===== src/lss_pkg.sv =====
// Package for the LIFO stack with search: action and status codes, sequencer states
// and fixed field widths. No dependencies.
package lss_pkg;

  localparam int unsigned ActionWidth = 2;
  localparam int unsigned ValueWidth  = 32;
  localparam int unsigned PosWidth    = 5;
  localparam int unsigned StatusWidth = 3;

  typedef enum logic [ActionWidth-1:0] {
    ACT_PUSH   = 2'd0,
    ACT_POP    = 2'd1,
    ACT_FIND   = 2'd2,
    ACT_SEARCH = 2'd3
  } action_e;

  typedef enum logic [StatusWidth-1:0] {
    STAT_OK       = 3'd0,
    STAT_FULL     = 3'd1,
    STAT_EMPTY    = 3'd2,
    STAT_BADPOS   = 3'd3,
    STAT_NOTFOUND = 3'd4
  } status_e;

  typedef enum logic [2:0] {
    ST_IDLE,
    ST_DISPATCH,
    ST_READ,
    ST_SCAN,
    ST_FINISH
  } state_e;

endpackage


===== src/lss_in_if.sv =====
// Request channel of the LIFO stack with search: valid/ready plus action, value, position.
// Depends on lss_pkg.
interface lss_in_if;
  logic                                valid;
  logic                                ready;
  lss_pkg::action_e                    action;
  logic signed [lss_pkg::ValueWidth-1:0] value;
  logic [lss_pkg::PosWidth-1:0]        position;

  modport source (output valid, output action, output value, output position, input ready);
  modport sink (input valid, input action, input value, input position, output ready);
  modport monitor (input valid, input ready, input action, input value, input position);
endinterface


===== src/lss_out_if.sv =====
// Result channel of the LIFO stack with search: valid/ready plus status, data, position,
// count and empty flag. Depends on lss_pkg.
interface lss_out_if;
  logic                                  valid;
  logic                                  ready;
  lss_pkg::status_e                      status;
  logic signed [lss_pkg::ValueWidth-1:0] data;
  logic [lss_pkg::PosWidth-1:0]          found_position;
  logic [lss_pkg::PosWidth-1:0]          count;
  logic                                  empty_res;

  modport source (output valid, output status, output data, output found_position,
                  output count, output empty_res, input ready);
  modport sink (input valid, input status, input data, input found_position,
                input count, input empty_res, output ready);
  modport monitor (input valid, input ready, input status, input data, input found_position,
                   input count, input empty_res);
endinterface


===== src/lss_ram.sv =====
// Generic single-write, single-read RAM with registered read data.
// No dependencies.
module lss_ram #(
  parameter int unsigned Width = 32,
  parameter int unsigned Depth = 16
) (
  input  logic                     clk_i,
  input  logic                     we_i,
  input  logic [$clog2(Depth)-1:0] waddr_i,
  input  logic [Width-1:0]         wdata_i,
  input  logic [$clog2(Depth)-1:0] raddr_i,
  output logic [Width-1:0]         rdata_o
);

  logic [Width-1:0] mem_q [Depth];

  always_ff @(posedge clk_i) begin
    if (we_i) begin
      mem_q[waddr_i] <= wdata_i;
    end
    rdata_o <= mem_q[raddr_i];
  end

endmodule


===== src/lifo_stack_with_search.sv =====
// LIFO stack with search: top level with sequencer, fill count and result register.
// Depends on lss_pkg, lss_in_if, lss_out_if and lss_ram.
//
// A bounded last-in first-out store of DEPTH words of DATA_WIDTH bits, held in one RAM
// with a single read port. One request is taken at a time; the request channel is ready
// only while the sequencer is idle, and the finished result sits in an output register
// so a new request can be taken while it waits. After acceptance, each request passes
// through dispatch and finish; pop and find add one RAM read between them unless they
// fail. Search walks the stack from the top, one entry per cycle through the RAM read
// port, and stops at the first match or after the bottom entry when nothing matches.
// A full result register that is not drained stalls the sequencer before it returns
// to idle.
module lifo_stack_with_search #(
  parameter int unsigned DEPTH      = 16,
  parameter int unsigned DATA_WIDTH = 32
) (
  input  logic     clk_i,
  input  logic     rst_ni,
  lss_in_if.sink   in_i,
  lss_out_if.source out_o
);

  localparam int unsigned AW   = $clog2(DEPTH);
  localparam int unsigned CW   = $clog2(DEPTH + 1);
  localparam int unsigned PW   = lss_pkg::PosWidth;
  localparam int unsigned VW   = lss_pkg::ValueWidth;
  localparam int unsigned CMPW = (CW > PW) ? CW : PW;

  lss_pkg::state_e  state_q, state_d;
  lss_pkg::action_e act_q, act_d;
  logic [DATA_WIDTH-1:0] word_q, word_d;
  logic [PW-1:0]         pos_q, pos_d;
  logic [CW-1:0]         fill_q, fill_d;
  logic [CW-1:0]         idx_q, idx_d;
  lss_pkg::status_e      res_status_q, res_status_d;
  logic [VW-1:0]         res_data_q, res_data_d;
  logic [PW-1:0]         res_fpos_q, res_fpos_d;

  logic                  out_valid_q, out_valid_d;
  lss_pkg::status_e      out_status_q, out_status_d;
  logic [VW-1:0]         out_data_q, out_data_d;
  logic [PW-1:0]         out_fpos_q, out_fpos_d;
  logic [PW-1:0]         out_count_q, out_count_d;
  logic                  out_empty_q, out_empty_d;

  logic                  ram_we;
  logic [AW-1:0]         ram_waddr;
  logic [AW-1:0]         ram_raddr;
  logic [DATA_WIDTH-1:0] ram_rdata;
  logic [VW-1:0]         data_ext;
  logic [CMPW-1:0]       find_off;
  logic [CW-1:0]         top_idx;
  logic [CW-1:0]         next_idx;
  logic                  slot_free;

  lss_ram #(
    .Width (DATA_WIDTH),
    .Depth (DEPTH)
  ) u_ram (
    .clk_i   (clk_i),
    .we_i    (ram_we),
    .waddr_i (ram_waddr),
    .wdata_i (word_q),
    .raddr_i (ram_raddr),
    .rdata_o (ram_rdata)
  );

  if (DATA_WIDTH >= VW) begin : g_data_trunc
    assign data_ext = ram_rdata[VW-1:0];
  end else begin : g_data_sext
    assign data_ext = {{(VW - DATA_WIDTH){ram_rdata[DATA_WIDTH-1]}}, ram_rdata};
  end

  assign find_off  = CMPW'(fill_q) - CMPW'(pos_q);
  assign top_idx   = fill_q - CW'(1);
  assign next_idx  = fill_q - idx_q - CW'(1);
  assign ram_waddr = fill_q[AW-1:0];
  assign slot_free = !out_valid_q || out_o.ready;

  assign in_i.ready = (state_q == lss_pkg::ST_IDLE);

  always_comb begin
    state_d      = state_q;
    act_d        = act_q;
    word_d       = word_q;
    pos_d        = pos_q;
    fill_d       = fill_q;
    idx_d        = idx_q;
    res_status_d = res_status_q;
    res_data_d   = res_data_q;
    res_fpos_d   = res_fpos_q;
    ram_we       = 1'b0;
    ram_raddr    = top_idx[AW-1:0];

    out_valid_d  = out_valid_q && !out_o.ready;
    out_status_d = out_status_q;
    out_data_d   = out_data_q;
    out_fpos_d   = out_fpos_q;
    out_count_d  = out_count_q;
    out_empty_d  = out_empty_q;

    case (state_q)
      lss_pkg::ST_IDLE: begin
        if (in_i.valid) begin
          act_d   = in_i.action;
          word_d  = DATA_WIDTH'($unsigned(in_i.value));
          pos_d   = in_i.position;
          state_d = lss_pkg::ST_DISPATCH;
        end
      end
      lss_pkg::ST_DISPATCH: begin
        res_status_d = lss_pkg::STAT_OK;
        res_data_d   = '0;
        res_fpos_d   = '0;
        case (act_q)
          lss_pkg::ACT_PUSH: begin
            state_d = lss_pkg::ST_FINISH;
            if (fill_q == CW'(DEPTH)) begin
              res_status_d = lss_pkg::STAT_FULL;
            end else begin
              ram_we = 1'b1;
              fill_d = fill_q + CW'(1);
            end
          end
          lss_pkg::ACT_POP: begin
            if (fill_q == '0) begin
              res_status_d = lss_pkg::STAT_EMPTY;
              state_d      = lss_pkg::ST_FINISH;
            end else begin
              fill_d  = top_idx;
              state_d = lss_pkg::ST_READ;
            end
          end
          lss_pkg::ACT_FIND: begin
            ram_raddr = find_off[AW-1:0];
            if (pos_q == '0 || CMPW'(pos_q) > CMPW'(fill_q)) begin
              res_status_d = lss_pkg::STAT_BADPOS;
              state_d      = lss_pkg::ST_FINISH;
            end else begin
              state_d = lss_pkg::ST_READ;
            end
          end
          default: begin
            idx_d = CW'(1);
            if (fill_q == '0) begin
              res_status_d = lss_pkg::STAT_NOTFOUND;
              state_d      = lss_pkg::ST_FINISH;
            end else begin
              state_d = lss_pkg::ST_SCAN;
            end
          end
        endcase
      end
      lss_pkg::ST_READ: begin
        res_data_d = data_ext;
        state_d    = lss_pkg::ST_FINISH;
      end
      lss_pkg::ST_SCAN: begin
        ram_raddr = next_idx[AW-1:0];
        if (ram_rdata == word_q) begin
          res_fpos_d = PW'(idx_q);
          state_d    = lss_pkg::ST_FINISH;
        end else if (idx_q == fill_q) begin
          res_status_d = lss_pkg::STAT_NOTFOUND;
          state_d      = lss_pkg::ST_FINISH;
        end else begin
          idx_d = idx_q + CW'(1);
        end
      end
      lss_pkg::ST_FINISH: begin
        if (slot_free) begin
          out_valid_d  = 1'b1;
          out_status_d = res_status_q;
          out_data_d   = res_data_q;
          out_fpos_d   = res_fpos_q;
          out_count_d  = PW'(fill_q);
          out_empty_d  = (fill_q == '0);
          state_d      = lss_pkg::ST_IDLE;
        end
      end
      default: begin
        state_d = lss_pkg::ST_IDLE;
      end
    endcase
  end

  always_ff @(posedge clk_i or negedge rst_ni) begin
    if (!rst_ni) begin
      state_q     <= lss_pkg::ST_IDLE;
      fill_q      <= '0;
      out_valid_q <= 1'b0;
    end else begin
      state_q     <= state_d;
      fill_q      <= fill_d;
      out_valid_q <= out_valid_d;
    end
  end

  always_ff @(posedge clk_i) begin
    act_q        <= act_d;
    word_q       <= word_d;
    pos_q        <= pos_d;
    idx_q        <= idx_d;
    res_status_q <= res_status_d;
    res_data_q   <= res_data_d;
    res_fpos_q   <= res_fpos_d;
    out_status_q <= out_status_d;
    out_data_q   <= out_data_d;
    out_fpos_q   <= out_fpos_d;
    out_count_q  <= out_count_d;
    out_empty_q  <= out_empty_d;
  end

  assign out_o.valid          = out_valid_q;
  assign out_o.status         = out_status_q;
  assign out_o.data           = out_data_q;
  assign out_o.found_position = out_fpos_q;
  assign out_o.count          = out_count_q;
  assign out_o.empty_res      = out_empty_q;

endmodule


===== src/flat_wrapper.sv =====
// flat-port wrapper written by rule: the top's interface ports become plain ports
module lifo_stack_with_search_flat 
#(
  parameter int unsigned DEPTH      = 16,
  parameter int unsigned DATA_WIDTH = 32
)
  (clk_i, rst_ni, in_i_valid, in_i_action, in_i_value, in_i_position, in_i_ready, out_o_valid, out_o_status, out_o_data, out_o_found_position, out_o_count, out_o_empty_res, out_o_ready);
  lss_in_if in_i_i ();
  lss_out_if out_o_i ();
  input  logic clk_i;
  input  logic rst_ni;
  input wire logic [$bits(in_i_i.valid)-1:0] in_i_valid;
  input wire logic [$bits(in_i_i.action)-1:0] in_i_action;
  input wire logic [$bits(in_i_i.value)-1:0] in_i_value;
  input wire logic [$bits(in_i_i.position)-1:0] in_i_position;
  output wire logic [$bits(in_i_i.ready)-1:0] in_i_ready;
  output wire logic [$bits(out_o_i.valid)-1:0] out_o_valid;
  output wire logic [$bits(out_o_i.status)-1:0] out_o_status;
  output wire logic [$bits(out_o_i.data)-1:0] out_o_data;
  output wire logic [$bits(out_o_i.found_position)-1:0] out_o_found_position;
  output wire logic [$bits(out_o_i.count)-1:0] out_o_count;
  output wire logic [$bits(out_o_i.empty_res)-1:0] out_o_empty_res;
  input wire logic [$bits(out_o_i.ready)-1:0] out_o_ready;
  assign in_i_i.valid = in_i_valid;
  assign in_i_i.action = in_i_action;
  assign in_i_i.value = in_i_value;
  assign in_i_i.position = in_i_position;
  assign in_i_ready = in_i_i.ready;
  assign out_o_valid = out_o_i.valid;
  assign out_o_status = out_o_i.status;
  assign out_o_data = out_o_i.data;
  assign out_o_found_position = out_o_i.found_position;
  assign out_o_count = out_o_i.count;
  assign out_o_empty_res = out_o_i.empty_res;
  assign out_o_i.ready = out_o_ready;
  lifo_stack_with_search #(.DEPTH(DEPTH), .DATA_WIDTH(DATA_WIDTH)) u_core (.clk_i(clk_i), .rst_ni(rst_ni), .in_i(in_i_i), .out_o(out_o_i));
endmodule

===== config.mk =====
export PLATFORM = sky130hd
export DESIGN_NAME = lifo_stack_with_search_flat
export DESIGN_NICKNAME = d
export VERILOG_FILES = /design/src/lss_pkg.sv /design/src/lss_in_if.sv /design/src/lss_out_if.sv /design/src/lss_ram.sv /design/src/lifo_stack_with_search.sv /design/src/flat_wrapper.sv
export SDC_FILE = /design/constraint.sdc
export NUM_CORES = 1
export LEC_CHECK = 0
export BUFFER_PORTS_ARGS = -buffer_cell sky130_fd_sc_hd__buf_2
export CELL_PAD_IN_SITES_DETAIL_PLACEMENT = 1
export CELL_PAD_IN_SITES_GLOBAL_PLACEMENT = 1
export CORE_MARGIN = 8
export CORE_UTILIZATION = 45
export CTS_CLUSTER_DIAMETER = 60
export DETAILED_ROUTE_END_ITERATION = 10
export PLACE_DENSITY_LB_ADDON = 0.2
export SLEW_MARGIN = 0
export SYNTH_ARGS = -nofsm -noshare
export SYNTH_HDL_FRONTEND = slang
export SYNTH_SLANG_ARGS = --single-unit
export TNS_END_PERCENT = 30

===== constraint.sdc =====
create_clock -name clk_i -period 12.2 [get_ports clk_i]
set_input_delay 1.22 -clock clk_i [delete_from_list [all_inputs] [get_ports clk_i]]
set_output_delay 1.22 -clock clk_i [all_outputs]
set_load 0.01 [all_outputs]

==> metrics.yaml, run 1 <==
grt:
  grt_pass1_vias: 17690
  overflow: 0
  grt_first_pass_wirelength_um: 115000
  antenna_found_initial: 1
  pin_count_of_the_biggest_net_entering_global_routing: 201
  gr-usage-all-layers: 0.218
route:
  avgViaCountPerCell: 6.60
  drtAntennaViolNets: 0
  drt-pass1-iter-count: 6
  detailedRoute.firstIterationViolations: 1959
  drt_drc_violations_left: 0
  detail_route.wirelength_um: 78400
  route.vias.total: 17304
  wl_per_cell_um: 29.9
clock_network:
  cts.repair_timing.setup_buffer_count: 0
  cts-buffers-inserted: 73
  clock_latency_ps: 610
  cts_resized: 0
  h_tree_levels: 3
  postCtsHoldBufs: 0
  cts_sinks: 683
  cts_tree: "built"
  max-clock-path-buffers: 3
  clk_pin_slew_ps: 60
  clock_tree.root_cell: "sky130_fd_sc_hd__clkbuf_16"
timing:
  clock_skew_ps: 17.7
  shortest_period_the_worst_path_allows_ps: 5240
  timing_max_transition_violations_final: 0
  setup-tns-final_ps: 0
  final-setup-viol-count: 0
  hold_viol_final: 0
  max_slew.worst_pin.slew_ps: 1210
  grt_setup_unrepaired: "false"
  max_slew_margin: 0.189
  achievable-frequency_mhz: 191
  final.period_utilization: 0.430
yosys:
  synth.top_cell.area_share: 0.696
  postSynthAreaPerCell_um2: 16.1
  edff_count_synth: 642
  yosys_warnings: 0
  async_flop_share: 0.0132
  synth_flop_cell: "sky130_fd_sc_hd__edfxtp_1"
  synth.yosys.seq_area_share: 0.727
  top_area_cells_in_the_synthesized_netlist: "sky130_fd_sc_hd__edfxtp_1, sky130_fd_sc_hd__a221oi_1, sky130_fd_sc_hd__mux2i_1"
  post_synth_inst_count: 1721
  netlist_area_um2: 27700
  synth_top_area_cell: "sky130_fd_sc_hd__edfxtp_1"
  yosys.cell_types.count: 56
  synth.net_count: 1783
  yosys_register_bits: 683
critical_path:
  crit_path_cell_trace: "inv_1 -> ha_1 -> inv_1 -> fa_1 -> xnor2_1 -> a22oi_2 -> o21ai_4 -> buf_4 -> buf_4 -> a221oi_1 -> o22ai_1 -> nor3_1 -> nor4_1"
  worst_path_required_ps: 12710
  regToRegSetupSlack_ps: 6960
  worst_r2r_src: "u_core.fill_q[0]"
  regToRegEndpoint: "u_core.u_ram.rdata_o[29]"
  data_arrival_critical_path_ps: 5750
  crit_path_launch_type: "register"
  worst_setup_end_kind: "register"
  slowest_stage: "sky130_fd_sc_hd__o21ai_4"
  ff2ff_path_depth: 13
  path_class: "reg2reg"
  worst-path-max-fanout: 79
  critical-path-max-stage-delay_ps: 920
finish:
  most-common-layout-cells: "sky130_fd_sc_hd__edfxtp_1, sky130_fd_sc_hd__a221oi_1, sky130_fd_sc_hd__buf_2, sky130_fd_sc_hd__clkbuf_16, sky130_fd_sc_hd__mux2i_1"
  antenna-diode-count: 0
  syn_to_final_growth_pct: 12.9
  num-fill-cells: 5676
  post-route-util: 0.511
  num-nets-final: 1835
  layout-drive-gt1-share: 0.148
  layout.cells.most_common: "sky130_fd_sc_hd__edfxtp_1"
pwr:
  p_leak_nw: 10.1
  powerDensity_nw_per_um2: 295
  vdd_drop_max_mv: 0.474
  report.power.total_mw: 9.23
min_path:
  min-delay-start: "u_core.res_fpos_q[4]"
  worstHoldPathCells: 0
  worst_hold_path_type: "reg2reg"
  hold_end: "u_core.out_o.found_position[4]"
die:
  core_area_um2: 61300
  row_count: 91
  die_w_um: 264
  start_util: 0.452
  ioPinCount: 91
  design.die.area_um2: 69800
  die_height_um: 264
placed_design:
  hpwl_um: 41200
  finalWeightedCongestion: 0.778
  port_buffers: 90
flow_run:
  max_cap_violations: 0
status:
  outcome: "completed"
==> per-stage QoR <==
step	hold slack (ps)	setup slack (ps)	area [µm²]	instances
2_1_floorplan	400	7510	27700	1721
3_3_place_gp	400	7130	28900	2488
3_5_place_dp	406	6960	28900	2488
4_1_cts	420	6890	31300	2621
5_1_grt	422	6620	31300	2621
6_report	417	6960	31300	2621
==> layer usage <==
layer	share of wire	wire, µm	global-route usage
met1	0.42	32600	0.292
met2	0.48	37900	0.358
met3	0.074	5820	0.0396
met4	0.025	1970	0.0725
met5	0	0	0
==> layout make-up <==
class                           instances  area (µm²)  share of cell area
Sequential cell                       683       20100               0.644
Tap cell                              790         988              0.0316
Clock inverter                         38         353              0.0113
Timing Repair Buffer                  129         756              0.0242
Inverter                               19        71.3             0.00228
Clock buffer                           95        2010              0.0643
Multi-Input combinational cell        867        6960               0.222
==> synth_stat cells (3+ instances only) <==
cell / count
sky130_fd_sc_hd__o21a_1: 3
sky130_fd_sc_hd__nand4_1: 13
sky130_fd_sc_hd__and3_1: 64
sky130_fd_sc_hd__and4_1: 30
sky130_fd_sc_hd__xnor2_1: 44
sky130_fd_sc_hd__dfrtp_1: 9
sky130_fd_sc_hd__o211ai_1: 61
sky130_fd_sc_hd__nand2_1: 26
sky130_fd_sc_hd__and2_1: 40
sky130_fd_sc_hd__dfxtp_1: 32
sky130_fd_sc_hd__a221oi_1: 256
sky130_fd_sc_hd__a31oi_1: 63
sky130_fd_sc_hd__nor2b_1: 4
sky130_fd_sc_hd__o211a_1: 3
sky130_fd_sc_hd__buf_1: 7
sky130_fd_sc_hd__clkbuf_1: 84
sky130_fd_sc_hd__a21oi_1: 11
sky130_fd_sc_hd__nand3_1: 6
sky130_fd_sc_hd__buf_4: 11
sky130_fd_sc_hd__mux2i_1: 68
sky130_fd_sc_hd__edfxtp_1: 642
sky130_fd_sc_hd__o21ai_0: 10
sky130_fd_sc_hd__o22ai_1: 7
sky130_fd_sc_hd__buf_2: 45
sky130_fd_sc_hd__nor2_1: 32
sky130_fd_sc_hd__o221ai_1: 61
sky130_fd_sc_hd__inv_1: 19
sky130_fd_sc_hd__ha_1: 17
sky130_fd_sc_hd__nor4_1: 6
sky130_fd_sc_hd__nand2b_1: 4
sky130_fd_sc_hd__buf_6: 3
sky130_fd_sc_hd__nor3_1: 10
==> worst max path at each step <==
stage | from | to | slack, ps | depth (start not counted)
3_3_place_gp | u_core.fill_q[0] | u_core.u_ram.rdata_o[29] | 7130 | 12
6_report | u_core.fill_q[0] | u_core.u_ram.rdata_o[29] | 6960 | 13
4_1_cts | u_core.fill_q[0] | u_core.u_ram.rdata_o[29] | 6890 | 13
2_1_floorplan | u_core.fill_q[0] | u_core.u_ram.mem_q[0][0] | 7510 | 5
5_1_grt | u_core.fill_q[0] | u_core.u_ram.rdata_o[29] | 6620 | 13
3_5_place_dp | u_core.fill_q[0] | u_core.u_ram.rdata_o[29] | 6960 | 13
==> cells by family after synthesis <==
kind of cell    after synthesis  share of synthesized area
compound gates              493                      0.144
flops                       683                      0.727
simple gates                241                     0.0518
xor+xnor                     46                     0.0145
fa+ha+maj                    19                    0.00912
buf+inv                     171                     0.0285
mux                          68                     0.0246
==> flip-flops by register name (all words and copies together) (netlist names), 5 cells and up <==
signal / count
u_core.idx_q: 5
u_core.out_o.data: 32
u_core.word_q: 32
u_core.out_o.found_position: 5
u_core.res_data_q: 32
u_core.pos_q: 5
u_core.res_fpos_q: 5
u_core.fill_q: 5
u_core.u_ram.rdata_o: 32
u_core.out_o.count: 5
u_core.u_ram.mem_q: 512
==> worst max-delay path, delay by kind of cell (launching register included) <==
| kind | cells | cell delay, ps |
|---|---|---|
| AO/OA/AOI/OAI | 4 | 1400 |
| XOR/XNOR | 1 | 200 |
| adder cells (fa/ha/maj) | 2 | 570 |
| buffers and inverters | 4 | 1990 |
| flip-flops | 1 | 560 |
| AND/OR/NAND/NOR | 2 | 380 |
==> power breakdown <==
part	leakage, nW	internal (mW)	switching, mW
clock network	1.15	1.29	0.904
registers	6.21	2.95	0.246
logic	2.71	1.29	2.55
total	10.1	5.53	3.70
(Power assumes the default switching activity.)
==> inputs of run 2 (changes only) <==
- clock period: 12.2 -> 4.92 ns (I/O delays scaled with it)
==> metrics.yaml, run 2 (synthesis results as in run 1) <==
status:
  outcome: "completed"
clock_network:
  max-clock-path-buffers: 3
  clk_pin_slew_ps: 60
  cts-buffers-inserted: 75
  clock_latency_ps: 630
  clock_tree.root_cell: "sky130_fd_sc_hd__clkbuf_16"
  cts.repair_timing.setup_buffer_count: 0
  h_tree_levels: 3
  cts_resized: 0
  postCtsHoldBufs: 2
  cts_tree: "built"
  cts_sinks: 683
die:
  row_count: 91
  design.die.area_um2: 69800
  start_util: 0.452
  die_height_um: 264
  ioPinCount: 91
  die_w_um: 264
  core_area_um2: 61300
pwr:
  comb_power_share: 0.423
  intPower_mw: 14.0
  p_leak_nw: 10.2
  switching_share: 0.401
  sequentialPowerShare: 0.342
  powerDensity_nw_per_um2: 737
  clock_network_fraction_of_total_power: 0.235
  vdd_drop_max_mv: 0.869
  total_switching_power_mw: 9.36
placed_design:
  placed_cell_area_um2: 29200
  hpwl_um: 43300
  port_buffers: 90
  finalWeightedCongestion: 0.789
timing:
  grt_setup_unrepaired: "false"
  setup-tns-final_ps: 0
  timing_max_transition_violations_final: 0
  final.period_utilization: 0.795
  achievable-frequency_mhz: 256
  max_slew.worst_pin.slew_ps: 1140
  final-setup-viol-count: 0
  max_slew_margin: 0.234
  clock_skew_ps: 26.6
  hold_viol_final: 0
  shortest_period_the_worst_path_allows_ps: 3910
grt:
  pin_count_of_the_biggest_net_entering_global_routing: 145
  grt_use_met2: 0.342
  overflow: 0
  gr-usage-all-layers: 0.217
  grt_pass1_vias: 17669
  grt_first_pass_wirelength_um: 115000
  globalRouteMet1Util: 0.296
  grt_util_met3: 0.0484
  grt.busiest_layer: "met2"
  antenna_found_initial: 4
flow_run:
  max_cap_violations: 0
route:
  detail_route.wirelength_um: 77500
  drt_drc_violations_left: 0
  route.vias.total: 17241
  drtAntennaViolNets: 0
  detailedRoute.firstIterationViolations: 1769
  avgViaCountPerCell: 6.53
  drt-pass1-iter-count: 5
  wl_per_cell_um: 29.4
finish:
  syn_to_final_growth_pct: 14.3
  most-common-layout-cells: "sky130_fd_sc_hd__edfxtp_1, sky130_fd_sc_hd__a221oi_1, sky130_fd_sc_hd__buf_2, sky130_fd_sc_hd__clkbuf_16, sky130_fd_sc_hd__mux2i_1"
  layout-drive-gt1-share: 0.154
  layout.cells.most_common: "sky130_fd_sc_hd__edfxtp_1"
  post-route-util: 0.517
  layout.area.seq_um2: 20100
  multiInputGateArea_um2: 6960
  most_flop_heavy_register: "u_core.u_ram.mem_q"
  num-nets-final: 1850
  flip_flop_count_of_the_largest_register_after_layout: 512
  layout.cell_area.non_filler_um2: 31700
  antenna-diode-count: 0
  num-fill-cells: 5687
critical_path:
  critical-path-max-stage-delay_ps: 900
  worst-path-max-fanout: 30
  crit_path_launch_type: "register"
  crit_buf_inv: 3
  slowest_stage: "sky130_fd_sc_hd__o211ai_1"
  path_class: "reg2reg"
  worst_setup_end_kind: "register"
  worst_path_required_ps: 5420
  crit_path_cell_trace: "inv_1 -> ha_1 -> inv_1 -> fa_1 -> nand2_1 -> o211ai_1 -> and3_2 -> buf_4 -> o211ai_1 -> and4_1"
  data_arrival_critical_path_ps: 4410
  critPathTopFamily: "compound AO/OA/AOI/OAI gates"
min_path:
  worst_hold_path_type: "in2reg"
## run 2: cell types whose count changed in the layout (fill, tap and decap cells not counted), sizes merged
cell         change
buf             +11
bufinv           -1
clkbuf           +7
clkinvlp         -3
dlygate4sd3      +2
inv              +3
## run 2: area by class of cell
type,instances,share of cell area
clock buffer,102,0.0647
multi-input combinational,867,0.220
tap,790,0.0312
clock inverter,37,0.0112
timing repair buffer,142,0.0346
sequential,683,0.636
inverter,19,0.00225
## run 2: final timing paths
path	startpoint	end	slack, ps	cells after the start
min	in_i_position[0]	u_core.pos_q[0]	40	1
max	u_core.fill_q[0]	u_core.u_ram.rdata_o[25]	1010	10
max reg2reg	u_core.fill_q[0]	u_core.u_ram.rdata_o[25]	1010	10
min reg2reg	u_core.res_status_q[0]	u_core.out_o.status[0]	420	0
max in group asynchronous	rst_ni	u_core.state_q[0]	4440	2
min in group asynchronous	rst_ni	u_core.fill_q[4]	270	2
## run 2: metrics by stage
step                      cells  hold WS (ps)  power [mW]  worst slack, ps
after floorplan            1721           196        14.7              234
after global placement     2499           372        17.6             1190
after detailed placement   2499           369        17.9             1040
after CTS                  2640          2.41        23.4             1040
after global routing       2640          11.1        24.5              772
final                      2640          37.9        23.3             1010
## run 2: power groups by stage
stage | combinational (mW) | sequential [mW] | clock (mW)
2_1_floorplan | 6.91 | 7.77 | 0
3_3_place_gp | 9.53 | 8.05 | 0
3_5_place_dp | 9.82 | 8.08 | 0
4_1_cts | 9.89 | 7.97 | 5.60
5_1_grt | 10.7 | 8.04 | 5.79
6_report | 9.88 | 7.98 | 5.49
## run 2: routing by layer
metal  vias up  share of wire
met4         2          0.030
li1       7423              -
met1      9036           0.43
met5         -        0.00026
met3       150          0.074
met2       630           0.47
